==> src/rtl/core/sfbq_pkg.sv <==
`timescale 1ns / 1ps
package sfbq_pkg;

	localparam int RD_W       = 10;
	localparam int BANDS      = 4;
	localparam int CFG_NUM    = 8;
	localparam int CFG_IDX_W  = 3;

	localparam int QUAL_COUNT = 50;
	localparam int QUAL_W     = 6;

	localparam int CONTACT_COUNT_MAX = 10;
	localparam int CONTACT_W         = 4;

	localparam logic [RD_W-1:0] CONTACT_LOW  = RD_W'(100);
	localparam logic [RD_W-1:0] CONTACT_HIGH = RD_W'(200);
	localparam logic [RD_W-1:0] STARTUP_HOLD = RD_W'(10);

	typedef enum logic [2:0] {
		ST_UNDET = 3'd0,
		ST_ON    = 3'd1,
		ST_OFF   = 3'd2,
		ST_SHORT = 3'd3,
		ST_OPEN  = 3'd4
	} sens_state_t;

	typedef enum logic [1:0] {
		CT_UNDET = 2'd0,
		CT_ON    = 2'd1,
		CT_OFF   = 2'd2
	} ct_state_t;

	typedef enum logic [1:0] {
		BAND_OPEN  = 2'd0,
		BAND_SHORT = 2'd1,
		BAND_ON    = 2'd2,
		BAND_OFF   = 2'd3
	} band_t;

	typedef enum logic [CFG_IDX_W-1:0] {
		CFG_TEMP_OPEN  = 3'd0,
		CFG_TEMP_SHORT = 3'd1,
		CFG_TEMP_ON    = 3'd2,
		CFG_TEMP_OFF   = 3'd3,
		CFG_HUM_OPEN   = 3'd4,
		CFG_HUM_SHORT  = 3'd5,
		CFG_HUM_ON     = 3'd6,
		CFG_HUM_OFF    = 3'd7
	} cfg_idx_t;

	typedef struct packed {
		logic [RD_W-1:0] lim_open;
		logic [RD_W-1:0] lim_short;
		logic [RD_W-1:0] lim_on;
		logic [RD_W-1:0] lim_off;
	} band_limits_t;

	localparam logic [RD_W-1:0] CFG_RESET [CFG_NUM] = '{
		RD_W'(680), RD_W'(15), RD_W'(195), RD_W'(145),
		RD_W'(670), RD_W'(20), RD_W'(510), RD_W'(540)
	};

	function automatic sens_state_t band_code(input band_t b);
		sens_state_t s;
		case (b)
			BAND_OPEN:  s = ST_OPEN;
			BAND_SHORT: s = ST_SHORT;
			BAND_ON:    s = ST_ON;
			BAND_OFF:   s = ST_OFF;
			default:    s = ST_UNDET;
		endcase
		return s;
	endfunction

endpackage

==> src/rtl/core/sensor_fault_band_qualifier_core.sv <==
// sensor fault band qualifier: window comparators with persistence counters
// input channel: in_valid / in_ready carry one evaluation tick per request,
//   four 10-bit sensor readings plus the uptime in seconds
// output channel: out_valid / out_ready carry one result request per input,
//   four 3-bit sensor states and eight bits of packed contact states
// configuration: cfg_wr_en writes cfg_data into limit register cfg_index,
//   to be used only while no request is in flight
// a request taken is registered in the input register, qualified from there into
//   the result register, and then offered on out_valid
// throughput: one request per cycle while the receiver does not stall; every band
//   and contact counter is updated directly, so nothing loops or iterates
// a stalled receiver holds the result register; one further request waits in
//   the input register and in_ready drops only when both are full
// reset clears all counters, sets every state to undetermined and loads the
//   default limits; both registers come out of reset empty
`timescale 1ns / 1ps
module sensor_fault_band_qualifier_core (
	input  logic                           clk,
	input  logic                           arst_n,
	// input requests
	input  logic                           in_valid,
	output logic                           in_ready,
	input  logic [sfbq_pkg::RD_W-1:0]      temp_motor_one,
	input  logic [sfbq_pkg::RD_W-1:0]      temp_motor_two,
	input  logic [sfbq_pkg::RD_W-1:0]      hum_motor_one,
	input  logic [sfbq_pkg::RD_W-1:0]      hum_motor_two,
	input  logic [sfbq_pkg::RD_W-1:0]      uptime_seconds,
	// result requests
	output logic                           out_valid,
	input  logic                           out_ready,
	output logic [2:0]                     temp_state_one,
	output logic [2:0]                     temp_state_two,
	output logic [2:0]                     hum_state_one,
	output logic [2:0]                     hum_state_two,
	output logic [7:0]                     contact_states,
	// limit register writes
	input  logic                           cfg_wr_en,
	input  logic [sfbq_pkg::CFG_IDX_W-1:0] cfg_index,
	input  logic [sfbq_pkg::RD_W-1:0]      cfg_data
);
	import sfbq_pkg::*;

	// limit registers
	logic [RD_W-1:0] cfg_q [CFG_NUM];

	always_ff @(posedge clk or negedge arst_n) begin
		if (!arst_n) begin
			for (int i = 0; i < CFG_NUM; i++) begin
				cfg_q[i] <= CFG_RESET[i];
			end
		end else if (cfg_wr_en) begin
			cfg_q[cfg_index] <= cfg_data;
		end
	end

	band_limits_t temp_lim;
	band_limits_t hum_lim;

	assign temp_lim = '{lim_open:  cfg_q[CFG_TEMP_OPEN],
	                    lim_short: cfg_q[CFG_TEMP_SHORT],
	                    lim_on:    cfg_q[CFG_TEMP_ON],
	                    lim_off:   cfg_q[CFG_TEMP_OFF]};
	assign hum_lim  = '{lim_open:  cfg_q[CFG_HUM_OPEN],
	                    lim_short: cfg_q[CFG_HUM_SHORT],
	                    lim_on:    cfg_q[CFG_HUM_ON],
	                    lim_off:   cfg_q[CFG_HUM_OFF]};

	// input register
	logic            vld_s1;
	logic [RD_W-1:0] t1_s1, t2_s1, h1_s1, h2_s1, up_s1;
	logic            adv;

	// the input stage moves on whenever the result register is free or emptying
	assign adv      = vld_s1 && (!out_valid || out_ready);
	assign in_ready = !vld_s1 || adv;

	always_ff @(posedge clk or negedge arst_n) begin
		if (!arst_n) begin
			vld_s1 <= 1'b0;
		end else if (in_ready) begin
			vld_s1 <= in_valid;
		end
	end

	always_ff @(posedge clk) begin
		if (in_valid && in_ready) begin
			t1_s1 <= temp_motor_one;
			t2_s1 <= temp_motor_two;
			h1_s1 <= hum_motor_one;
			h2_s1 <= hum_motor_two;
			up_s1 <= uptime_seconds;
		end
	end

	// qualification, one unit per sensor
	logic        running;
	sens_state_t sens_nxt [4];
	ct_state_t   ct_nxt   [4];

	// start-up hold forces every sensor off
	assign running = up_s1 > STARTUP_HOLD;

	sfbq_band_qual u_temp_one (
		.clk(clk), .arst_n(arst_n), .upd(adv), .running(running), .is_hum(1'b0),
		.reading(t1_s1), .lim(temp_lim), .state_nxt(sens_nxt[0])
	);
	sfbq_band_qual u_temp_two (
		.clk(clk), .arst_n(arst_n), .upd(adv), .running(running), .is_hum(1'b0),
		.reading(t2_s1), .lim(temp_lim), .state_nxt(sens_nxt[1])
	);
	sfbq_band_qual u_hum_one (
		.clk(clk), .arst_n(arst_n), .upd(adv), .running(running), .is_hum(1'b1),
		.reading(h1_s1), .lim(hum_lim), .state_nxt(sens_nxt[2])
	);
	sfbq_band_qual u_hum_two (
		.clk(clk), .arst_n(arst_n), .upd(adv), .running(running), .is_hum(1'b1),
		.reading(h2_s1), .lim(hum_lim), .state_nxt(sens_nxt[3])
	);

	// contact detectors ignore uptime; channel order t1, h1, t2, h2
	sfbq_contact u_ct0 (
		.clk(clk), .arst_n(arst_n), .upd(adv), .reading(t1_s1), .state_nxt(ct_nxt[0])
	);
	sfbq_contact u_ct1 (
		.clk(clk), .arst_n(arst_n), .upd(adv), .reading(h1_s1), .state_nxt(ct_nxt[1])
	);
	sfbq_contact u_ct2 (
		.clk(clk), .arst_n(arst_n), .upd(adv), .reading(t2_s1), .state_nxt(ct_nxt[2])
	);
	sfbq_contact u_ct3 (
		.clk(clk), .arst_n(arst_n), .upd(adv), .reading(h2_s1), .state_nxt(ct_nxt[3])
	);

	// result register
	logic       vld_s2;
	logic [2:0] ts1_s2, ts2_s2, hs1_s2, hs2_s2;
	logic [7:0] ct_s2;

	always_ff @(posedge clk or negedge arst_n) begin
		if (!arst_n) begin
			vld_s2 <= 1'b0;
		end else if (!vld_s2 || out_ready) begin
			vld_s2 <= vld_s1;
		end
	end

	always_ff @(posedge clk) begin
		if (adv) begin
			ts1_s2 <= sens_nxt[0];
			ts2_s2 <= sens_nxt[1];
			hs1_s2 <= sens_nxt[2];
			hs2_s2 <= sens_nxt[3];
			ct_s2  <= {ct_nxt[3], ct_nxt[2], ct_nxt[1], ct_nxt[0]};
		end
	end

	assign out_valid      = vld_s2;
	assign temp_state_one = ts1_s2;
	assign temp_state_two = ts2_s2;
	assign hum_state_one  = hs1_s2;
	assign hum_state_two  = hs2_s2;
	assign contact_states = ct_s2;

endmodule

==> src/rtl/core/sfbq_band_qual.sv <==
`timescale 1ns / 1ps
module sfbq_band_qual (
	input  logic                       clk,
	input  logic                       arst_n,
	input  logic                       upd,
	input  logic                       running,
	input  logic                       is_hum,
	input  logic [sfbq_pkg::RD_W-1:0]  reading,
	input  sfbq_pkg::band_limits_t     lim,
	output sfbq_pkg::sens_state_t      state_nxt
);
	import sfbq_pkg::*;

	localparam logic [QUAL_W-1:0] QUAL_MAX = QUAL_W'(QUAL_COUNT);

	logic [QUAL_W-1:0] cnt_q   [BANDS];
	logic [QUAL_W-1:0] cnt_nxt [BANDS];
	sens_state_t       state_q;
	band_t             band;
	logic              dead;

	// first matching band wins
	always_comb begin
		dead = 1'b0;
		band = BAND_OPEN;
		if (reading > lim.lim_open) begin
			band = BAND_OPEN;
		end else if (reading < lim.lim_short) begin
			band = BAND_SHORT;
		end else if (is_hum ? (reading < lim.lim_on) : (reading > lim.lim_on)) begin
			band = BAND_ON;
		end else if (is_hum ? (reading > lim.lim_off) : (reading < lim.lim_off)) begin
			band = BAND_OFF;
		end else begin
			dead = 1'b1;
		end
	end

	always_comb begin
		for (int k = 0; k < BANDS; k++) begin
			if (2'(k) == band) begin
				cnt_nxt[k] = (cnt_q[k] < QUAL_MAX) ? cnt_q[k] + 1'b1 : cnt_q[k];
			end else begin
				cnt_nxt[k] = '0;
			end
		end
	end

	always_comb begin
		if (!running) begin
			state_nxt = ST_OFF;
		end else if (dead) begin
			state_nxt = state_q;
		end else if (cnt_nxt[band] >= QUAL_MAX) begin
			state_nxt = band_code(band);
		end else begin
			state_nxt = state_q;
		end
	end

	always_ff @(posedge clk or negedge arst_n) begin
		if (!arst_n) begin
			for (int k = 0; k < BANDS; k++) begin
				cnt_q[k] <= '0;
			end
			state_q <= ST_UNDET;
		end else if (upd) begin
			state_q <= state_nxt;
			// start-up hold and dead zone keep the counters
			if (running && !dead) begin
				cnt_q <= cnt_nxt;
			end
		end
	end

endmodule

==> src/rtl/core/sfbq_contact.sv <==
`timescale 1ns / 1ps
module sfbq_contact (
	input  logic                      clk,
	input  logic                      arst_n,
	input  logic                      upd,
	input  logic [sfbq_pkg::RD_W-1:0] reading,
	output sfbq_pkg::ct_state_t       state_nxt
);
	import sfbq_pkg::*;

	localparam logic [CONTACT_W-1:0] CNT_MAX = CONTACT_W'(CONTACT_COUNT_MAX);
	localparam logic [CONTACT_W-1:0] CNT_ON  = CONTACT_W'(CONTACT_COUNT_MAX - 1);
	localparam logic [CONTACT_W-1:0] CNT_OFF = CONTACT_W'(1);

	logic [CONTACT_W-1:0] cnt_q;
	logic [CONTACT_W-1:0] cnt_nxt;
	ct_state_t            state_q;

	always_comb begin
		cnt_nxt = cnt_q;
		if (reading < CONTACT_LOW) begin
			if (cnt_q < CNT_MAX) begin
				cnt_nxt = cnt_q + 1'b1;
			end
		end else if (reading > CONTACT_HIGH) begin
			if (cnt_q != '0) begin
				cnt_nxt = cnt_q - 1'b1;
			end
		end
		if (cnt_nxt > CNT_MAX) begin
			cnt_nxt = CNT_MAX;
		end
	end

	always_comb begin
		if (cnt_nxt >= CNT_ON) begin
			state_nxt = CT_ON;
		end else if (cnt_nxt <= CNT_OFF) begin
			state_nxt = CT_OFF;
		end else begin
			state_nxt = state_q;
		end
	end

	always_ff @(posedge clk or negedge arst_n) begin
		if (!arst_n) begin
			cnt_q   <= '0;
			state_q <= CT_UNDET;
		end else if (upd) begin
			cnt_q   <= cnt_nxt;
			state_q <= state_nxt;
		end
	end

endmodule

==> config.mk <==
export PLATFORM = sky130hd
export DESIGN_NAME = sensor_fault_band_qualifier_core
export DESIGN_NICKNAME = d
export VERILOG_FILES = /design/src/rtl/core/sfbq_pkg.sv /design/src/rtl/core/sensor_fault_band_qualifier_core.sv /design/src/rtl/core/sfbq_band_qual.sv /design/src/rtl/core/sfbq_contact.sv
export SDC_FILE = /design/constraint.sdc
export NUM_CORES = 1
export LEC_CHECK = 0
export BUFFER_PORTS_ARGS = -buffer_cell sky130_fd_sc_hd__buf_2
export CAP_MARGIN = 15
export CORE_MARGIN = 2
export CORE_UTILIZATION = 50
export CTS_CLUSTER_SIZE = 24
export DETAILED_ROUTE_END_ITERATION = 12
export GPL_TIMING_DRIVEN = 0
export PLACE_DENSITY = 0.73
export SYNTH_ARGS = -nofsm -noshare
export SYNTH_HDL_FRONTEND = slang
export SYNTH_SLANG_ARGS = --single-unit
==> constraint.sdc <==
create_clock -name clk -period 5.6 [get_ports clk]
set_input_delay 0.28 -clock clk [delete_from_list [all_inputs] [get_ports clk]]
set_output_delay 0.28 -clock clk [all_outputs]
set_load 0.01 [all_outputs]
* Yosys cells after proc, flatten, opt, wreduce, memory -nomap -nowiden
Index checks and enable logic that the tools add are counted. Widths: inputs -> output; s select.
Cells by class: order comparisons 67, multiplexer cells 123, add/sub/neg operators 24, reductions and logical operators 27, equality and inequality tests 24, bitwise operators 5
Operators with widths (count):
- $mux 6 | 40
- $add 6x1->6 const B | 16
- $lt 6x6->1 const B | 16
- $bwmux 80 | 1
- $gt 10x10->1 | 8
- $lt 10x10->1 | 8
- $mux 4 | 20
- $bmux 6 s2 | 4
- $mux 2 | 24
- $pmux 3 s4 | 4
- $gt 10x8->1 const B | 4
- $lt 10x7->1 const B | 4
- $mux 3 | 12
- $demux 10 s3 | 1
- $ge 6x6->1 const B | 4
- $ge 4x4->1 const B | 5
- $add 4x1->4 const B | 4
- $eq 2x2->1 const A | 8
- $eq 2x2->1 const B | 8
- $gt 4x4->1 const B | 4
- $le 4x1->1 const B | 4
- $lt 4x4->1 const B | 4
- $mux 1 | 16
- $reduce_bool 4->1 | 4
- other kinds (14) | 47
Word-level totals: input port bits 68, register bits 284, word-level logic and storage cells 318, output and inout bits 22

* Depth between registers and ports, before layout
Gate-level depths: netlist (run 1).
depth in word-level cells 14, mapped depth 18, depth with buffers taken out 17

* Cells and area by module
From an unflattened synthesis (run 1), not the netlist that was laid out.
Unflattened totals: cell total of the unflattened synthesis 2144, area, all modules 20375.8 sq um
Modules (own cells, without submodules):
- sfbq_band_qual | area an instance 3049.2 sq um, instances 4, sequential area each 675.6 sq um, cells an instance 387
- sensor_fault_band_qualifier_core | area an instance 5431.5 sq um, instances 1, sequential area each 4197.8 sq um, cells an instance 260
- sfbq_contact | area an instance 686.9 sq um, instances 4, sequential area each 150.1 sq um, cells an instance 84

* Least setup slack after synthesis (run 1)
Ideal clock, no wire load.
path kind reg-to-reg, from register cfg_q[13] (netlist name), to register hs1_s2[1] (netlist: hum_state_one[1]) (data pin), path buffers 1, arrival 3.626 ns, slack 1.716 ns, required time 5.341 ns, cell stages (with the launch flop) 18, setup time 0.259 ns, clock period less this slack 3.884 ns, cells stage by stage dfstp_2 inv_1 ha_1 a2111oi_0 a21oi_1 a21oi_2 nor3_1 o21bai_1 inv_1 ha_1 nand2_1 nor2_1 o2111a_1 nand3b_1 a311oi_1 or2_1 buf_2 a211o_1
RTL lines:
- from (decl) | line sensor_fault_band_qualifier_core.sv:44 | logic [RD_W-1:0] cfg_q [CFG_NUM];
- from (signal, indexed assignment) | line sensor_fault_band_qualifier_core.sv:49 | cfg_q[i] <= CFG_RESET[i];
- from (signal, indexed assignment) | line sensor_fault_band_qualifier_core.sv:52 | cfg_q[cfg_index] <= cfg_data;
- to (signal assigned) | line sensor_fault_band_qualifier_core.sv:151 | hs1_s2 <= sens_nxt[2];
- to (decl) | line sensor_fault_band_qualifier_core.sv:136 | logic [2:0] ts1_s2, ts2_s2, hs1_s2, hs2_s2;

==> results_dict.tcl, run 1 <==
set metrics [dict create \
    status "finished clean" \
    tightest_slew_ns 0.9993 \
    track_usage_pct 25.15 \
    ys_seq_elements 284 \
    synth-simple-area-share_pct 16.13 \
    path_common_cell "inv_1" \
    leakagePower_nw 9.421 \
    synthMuxAreaShare_pct 3.159 \
    drc 0 \
    layout_commonest_cell "nand2_1" \
    clk_pin_slew_ns 0.06 \
    ctsResizeCount 0 \
    max_freq_mhz 212.0 \
    synth_fp_nets 2277 \
    end_kind "flip-flop" \
    drt_first_iter_violations 1056 \
    drive_above_1_share_pct 12.60 \
    rsz0062_at_grt "false" \
    viasPerCell 6.021 \
    async_reset_ff_share_pct 75.35 \
    required_ns 5.83 \
    syn_area_um2 18660 \
    vdd_drop_max_mv 0.2584 \
    tritoncts "built" \
    fin_crit_ns 4.718 \
    synth_edf_count 70 \
    slew_violations 0 \
    grt_antenna_before_repair 0 \
    die_width_um 197.2 \
    avgSynthCellArea_um2 9.324 \
    period_share_pct 84.25 \
    fp-row-count 70 \
    sw_frac_of_total_pct 36.89 \
    cts_htree_levels 2 \
    arrival_ns 4.95 \
    clockBufferDepth 3 \
    startpoint_type "flip-flop" \
    core_um2 36700 \
    syn_inst 2001 \
    die-area_um2 38870 \
    hpwl_um 34130 \
    synth-xor-area-share_pct 0.4225 \
    nets 2457 \
    clk_latency_ns 0.54 \
    slowest_delay_ns 0.62 \
    synth-seq-area-share_pct 40.21 \
    final_cell_mix "nand2_1, ha_1, dfrtp_1" \
    synth_flop_cell "dfrtp_1" \
    clock_power_share_pct 28.3 \
    diodes 0 \
    worstHoldPathType "primary input to flip-flop" \
    clock_skew_ns 0.02694 \
    relSlewSlack_pct 32.87 \
    grt_start_max_net_pins 92 \
    grt_pass1_vias 15722 \
    switchingPower_mw 3.061 \
    yosys_warnings 0 \
    clock-sinks 284 \
    root_buffer "clkbuf_16" \
    critPathMaxFanout 6 \
    floorplan.initialDensity_pct 50.84 \
    numPortBuffers 87 \
    ant_nets 0 \
    wl_um 48280 \
    grt_pass1_wl_um 79160 \
    synth-compound-area-share_pct 21.80 \
    power_density_nw_per_um2 386.4 \
    die_y_um 197.2 \
    wl_per_cell_um 18.05 \
    crit_chain "inv_1, ha_1, a21oi_1, o21ai_0, a2111oi_0, o31a_2, a21oi_1, nor2_1, inv_1, ha_1, inv_1, o211ai_1, o221ai_1, nor3_1, o31a_1, nor2_1, o211ai_1" \
    hold_slack_ns 0.05417 \
    cap_violations 0 \
    firstDrtPassIters 7 \
    setup_violations 0 \
    path_class "flip-flop to flip-flop" \
    synth_fa_ha_area_share_pct 13.95 \
    num_vias 16106 \
    synth.distinct_cells 85 \
    area_delta_synth_final_pct 15.08 \
    place_congestion 0.8820 \
    p_seq_share_pct 35.3 \
    overflow 0 \
    internal_power_mw 5.236 \
    cts-buffers-inserted 34 \
    slowest_stage "a2111oi_0" \
    setup-tns-final_ns 0 \
    hold_viol 0 \
    combPwrFrac_pct 36.3 \
    synth_top_family_by_area "compound AO/OA/AOI/OAI gates" \
    io-pin-count 90 \
]
## Yosys cell counts (all sizes together), types with 7 or more instances
library cell,number,area share [%]
a211o,8,0.38
a211oi,24,0.99
a21boi,9,0.36
a21o,34,1.4
a21oi,124,3.3
a22o,14,0.66
a31oi,24,0.80
a32o,7,0.38
and2,27,0.91
and3,25,0.84
buf,23,0.61
clkbuf,41,0.82
dfrtp,179,24
dfstp,35,4.9
edfxtp,70,11
ha,208,14
inv,144,2.9
mux2,47,2.8
nand2,231,4.6
nand2b,21,0.70
nand3,50,1.3
nand3b,21,0.85
nand4,22,0.74
nor2,129,2.6
nor2b,9,0.30
nor3,52,1.4
nor3b,8,0.32
o211ai,28,1.1
o21a,11,0.44
o21ai,175,4.7
o22ai,9,0.30
o311ai,9,0.50
o31a,12,0.57
o31ai,40,1.6
or2,10,0.39
xnor2,7,0.33
## worst paths after layout
path	from	end	slack [ns]	cells after the start
setup / recovery	cfg_q[63]	temp_state_one[1]	0.88	17
hold / removal	out_ready	out_valid	0.05	3
setup reg to reg	cfg_q[63]	temp_state_one[1]	0.88	17
hold reg to reg	u_hum_one.state_q[0]	u_hum_one.state_q[0]	0.49	1
max in group asynchronous	arst_n	vld_s1	4.18	4
min in group asynchronous	arst_n	u_hum_one.cnt_q[8]	0.27	2
## stage by stage
stage	setup WS [ns]	utilization, %	area, um^2	power, mW	cells
floorplan	1.716	-	18660	5.050	2001
global route	0.5285	58.50	21470	8.849	2675
detailed placement	0.9228	53.89	19780	5.893	2560
CTS	0.8923	58.49	21460	8.299	2674
global placement	0.3217	53.62	19680	5.746	2556
finish	0.8820	58.50	21470	8.296	2675
## routing by layer
layer	vias to the layer above	wire length [um]	track usage, %
met5	-	0	0
met4	0	1736	9.747
met3	114	2436	3.056
met2	475	22970	42.87
met1	7786	21140	32.78
li1	7731	-	-
## power by group through the flow
stage | Clock, mW | Sequential [mW] | Combinational, mW
after global routing | 2.47 | 2.98 | 3.40
after global placement | 0 | 2.94 | 2.81
after CTS | 2.39 | 2.92 | 2.99
after detailed placement | 0 | 2.96 | 2.94
after floorplan | 0 | 2.88 | 2.17
final | 2.35 | 2.93 | 3.01
## logic make-up after synthesis
kind of cell    Yosys count
buf+inv                 208
fa+ha+maj               208
compound gates          608
flops                   284
mux                      53
xor+xnor                  9
simple gates            631
## what timing repair did
action / 4_1_cts / 5_1_grt
hold endpoints to repair: 102 / 0
setup buffers: 0 / 0
hold buffers: 52 / 0
## final cells by class
| class | instances | area (um^2) |
|---|---|---|
| repair buffers | 144 | 1054 |
| multi-input cells | 1509 | 10350 |
| clock buffers | 39 | 890.9 |
| flip-flops and latches | 284 | 7501 |
| inverters | 144 | 540.5 |
| well taps | 468 | 585.6 |
| plain buffers | 64 | 269.0 |
| fillers | 3077 | 15230 |
| clock inverters | 23 | 275.3 |
## registers in the layout, summed over array words and instances (netlist names), 4 cells and up
register / count
u_ct0.cnt_q: 4
u_ct1.cnt_q: 4
t1_s1: 10
up_s1: 10
h2_s1: 10
h1_s1: 10
u_ct3.cnt_q: 4
cfg_q: 80
u_ct2.cnt_q: 4
u_temp_two.cnt_q: 24
contact_states: 8
u_hum_two.cnt_q: 24
u_temp_one.cnt_q: 24
u_hum_one.cnt_q: 24
t2_s1: 10
## critical path, delay by kind of cell, from the launching register on
kind | cells | cell delay, ns
compound gates | 9 | 2.12
fa+ha+maj | 2 | 0.63
flops | 1 | 0.52
simple gates | 3 | 0.72
buf+inv | 3 | 0.41
Note: power is estimated with default switching activity, not from simulation.
==> run 2: changes to the inputs <==
--- a/config.mk
+++ b/config.mk
@@ -12,7 +12,7 @@
 export CTS_CLUSTER_SIZE = 24
 export DETAILED_ROUTE_END_ITERATION = 12
 export GPL_TIMING_DRIVEN = 0
-export PLACE_DENSITY = 0.73
+export PLACE_DENSITY = 0.76
 export SYNTH_ARGS = -nofsm -noshare
 export SYNTH_HDL_FRONTEND = slang
 export SYNTH_SLANG_ARGS = --single-unit
==> constraint.sdc (replaced) <==
create_clock -name clk -period 4.26 [get_ports clk]
set_input_delay 0.213 -clock clk [delete_from_list [all_inputs] [get_ports clk]]
set_output_delay 0.213 -clock clk [all_outputs]
set_load 0.01 [all_outputs]
==> run 2 against run 1 <==
Non-clock buffer count grew 35. Sequential cell count is the same. Cell count grew 1.3%. Routed wire length grew 1.9%. Critical path type unchanged. Clock power grew 31%. Maximum frequency grew 13%. Via count grew 2.1%. Worst hold slack lost 0.038 ns. Worst setup slack lost 0.80 ns.
==> results_dict.tcl, run 2 (synthesized netlist as in run 1, its figures left out) <==
set metrics [dict create \
    tritoncts "built" \
    relSlewSlack_pct 32.51 \
    die_width_um 197.2 \
    top_register "cfg_q" \
    ant_nets 0 \
    clk_pin_slew_ns 0.06 \
    fin_crit_ns 4.181 \
    hold_viol 0 \
    status "finished clean" \
    period_share_pct 98.14 \
    path_common_cell "inv_1" \
    core_um2 36700 \
    final_cell_mix "nand2_1, ha_1, dfrtp_1" \
    rsz0062_at_grt "true" \
    cts-buffers-inserted 34 \
    wl_um 49180 \
    routed.top_layer "met4" \
    power_density_nw_per_um2 508.8 \
    root_buffer "clkbuf_16" \
    clockBufferDepth 3 \
    clk_latency_ns 0.53 \
    nFillCells 2989 \
    slowest_delay_ns 0.53 \
    die_y_um 197.2 \
    hpwl_um 33900 \
    critPathMaxFanout 7 \
    area_delta_synth_final_pct 17.81 \
    leakagePower_nw 9.616 \
    viasPerCell 6.069 \
    overflow 0 \
    max_freq_mhz 239.2 \
    numPortBuffers 87 \
    path_class "flip-flop to flip-flop" \
    layout_commonest_cell "nand2_1" \
    num_vias 16442 \
    grt_start_max_net_pins 112 \
    dp_cells 2560 \
    largest_reg_flops 80 \
    cap_violations 0 \
    clock_skew_ns 0.02936 \
    dpl_worst_slack_ns -0.4170 \
    clock-sinks 284 \
    diodes 0 \
    grt_pass1_wl_um 79490 \
    fin_util_pct 59.89 \
    drt_first_iter_violations 1333 \
    worstHoldPathType "primary input to flip-flop" \
    floorplan.initialDensity_pct 50.84 \
    power_mw 11.18 \
    track_usage_pct 25.18 \
    vdd_drop_max_mv 0.3918 \
    slowest_stage "dfstp_2" \
    worst_slack_ns 0.07944 \
    startpoint_type "flip-flop" \
    route.met2.wl_um 23430 \
    tightest_slew_ns 1.005 \
    met1_length_um 20980 \
    setup_violations 0 \
    cts_htree_levels 2 \
    die-area_um2 38870 \
    place_congestion 0.9167 \
    drc 0 \
    drive_above_1_share_pct 15.62 \
    required_ns 4.61 \
    crit_chain "inv_1, ha_1, a21oi_1, o21ai_1, a2111oi_2, nor2_1, nor2_2, nor3_4, inv_1, ha_2, nor3b_4, o211ai_1, o21a_1, a311oi_4, or2_1, buf_2, mux2i_1" \
    grt_pass1_vias 15880 \
    fp-row-count 70 \
    nets 2492 \
    hold_slack_ns 0.01587 \
    firstDrtPassIters 6 \
    io-pin-count 90 \
    grt_antenna_before_repair 0 \
    end_kind "flip-flop" \
    arrival_ns 4.53 \
    wl_met3_um 2975 \
    wl_per_cell_um 18.16 \
    slew_violations 0 \
    fin_cells 2709 \
]
[run 2: timing repair]
action                                 4_1_cts  5_1_grt
endpoints found under the hold margin      122        0
setup buffers                                7       26
hold buffers                                55        0
pin swaps                                    6       10
gates resized for setup                     16       37
setup endpoints to repair                   22       24
[run 2: critical path, delay by kind of cell, from the launching register on]
kind                     cells  cell delay (ns)
AO/OA/AOI/OAI                6             1.41
flip-flops                   1             0.53
buffers and inverters        3             0.38
multiplexers                 1             0.20
AND/OR/NAND/NOR              5             0.90
adder cells (fa/ha/maj)      2             0.61
[run 2: final timing paths]
check / startpoint / to / slack [ns] / depth (start not counted)
setup reg to reg: cfg_q[3] / hum_state_one[2] / 0.08 / 17
hold / removal: cfg_data[3] / cfg_q[63] / 0.02 / 3
max in group asynchronous: arst_n / u_temp_two.cnt_q[1] / 2.86 / 3
min in group asynchronous: arst_n / cfg_q[0] / 0.33 / 2
setup / recovery: cfg_q[3] / hum_state_one[2] / 0.08 / 17
hold reg to reg: vld_s1 / out_valid / 0.49 / 1
[run 2: per-layer routing]
metal | vias up | global-route usage (%)
li1 | 7791 | -
met1 | 7940 | 32.72
met2 | 590 | 43.08
met3 | 121 | 3.398
met4 | 0 | 9.106
met5 | - | 0
[run 2: metrics by stage]
step	TNS [ns]	instance area, um^2
floorplan	0	18660
global placement	-155.60	19680
detailed placement	-4.300	19760
CTS	0	21620
global route	-0.3950	21980
finish	0	21980
[run 2: report_power, final]
part           internal, mW  switching [mW]
sequential             3.42           0.456
clock                  1.87            1.21
combinational          1.75            2.48
[run 2: area by class of cell]
type | instances | area [um^2] | share of cell area (%)
buffer | 64 | 269.0 | 1.224
sequential | 284 | 7501 | 34.13
clock buffer | 44 | 973.4 | 4.429
tap | 468 | 585.6 | 2.664
timing repair buffer | 179 | 1304 | 5.932
multi-input combinational | 1509 | 10600 | 48.24
clock inverter | 17 | 202.7 | 0.9222
inverter | 144 | 540.5 | 2.459
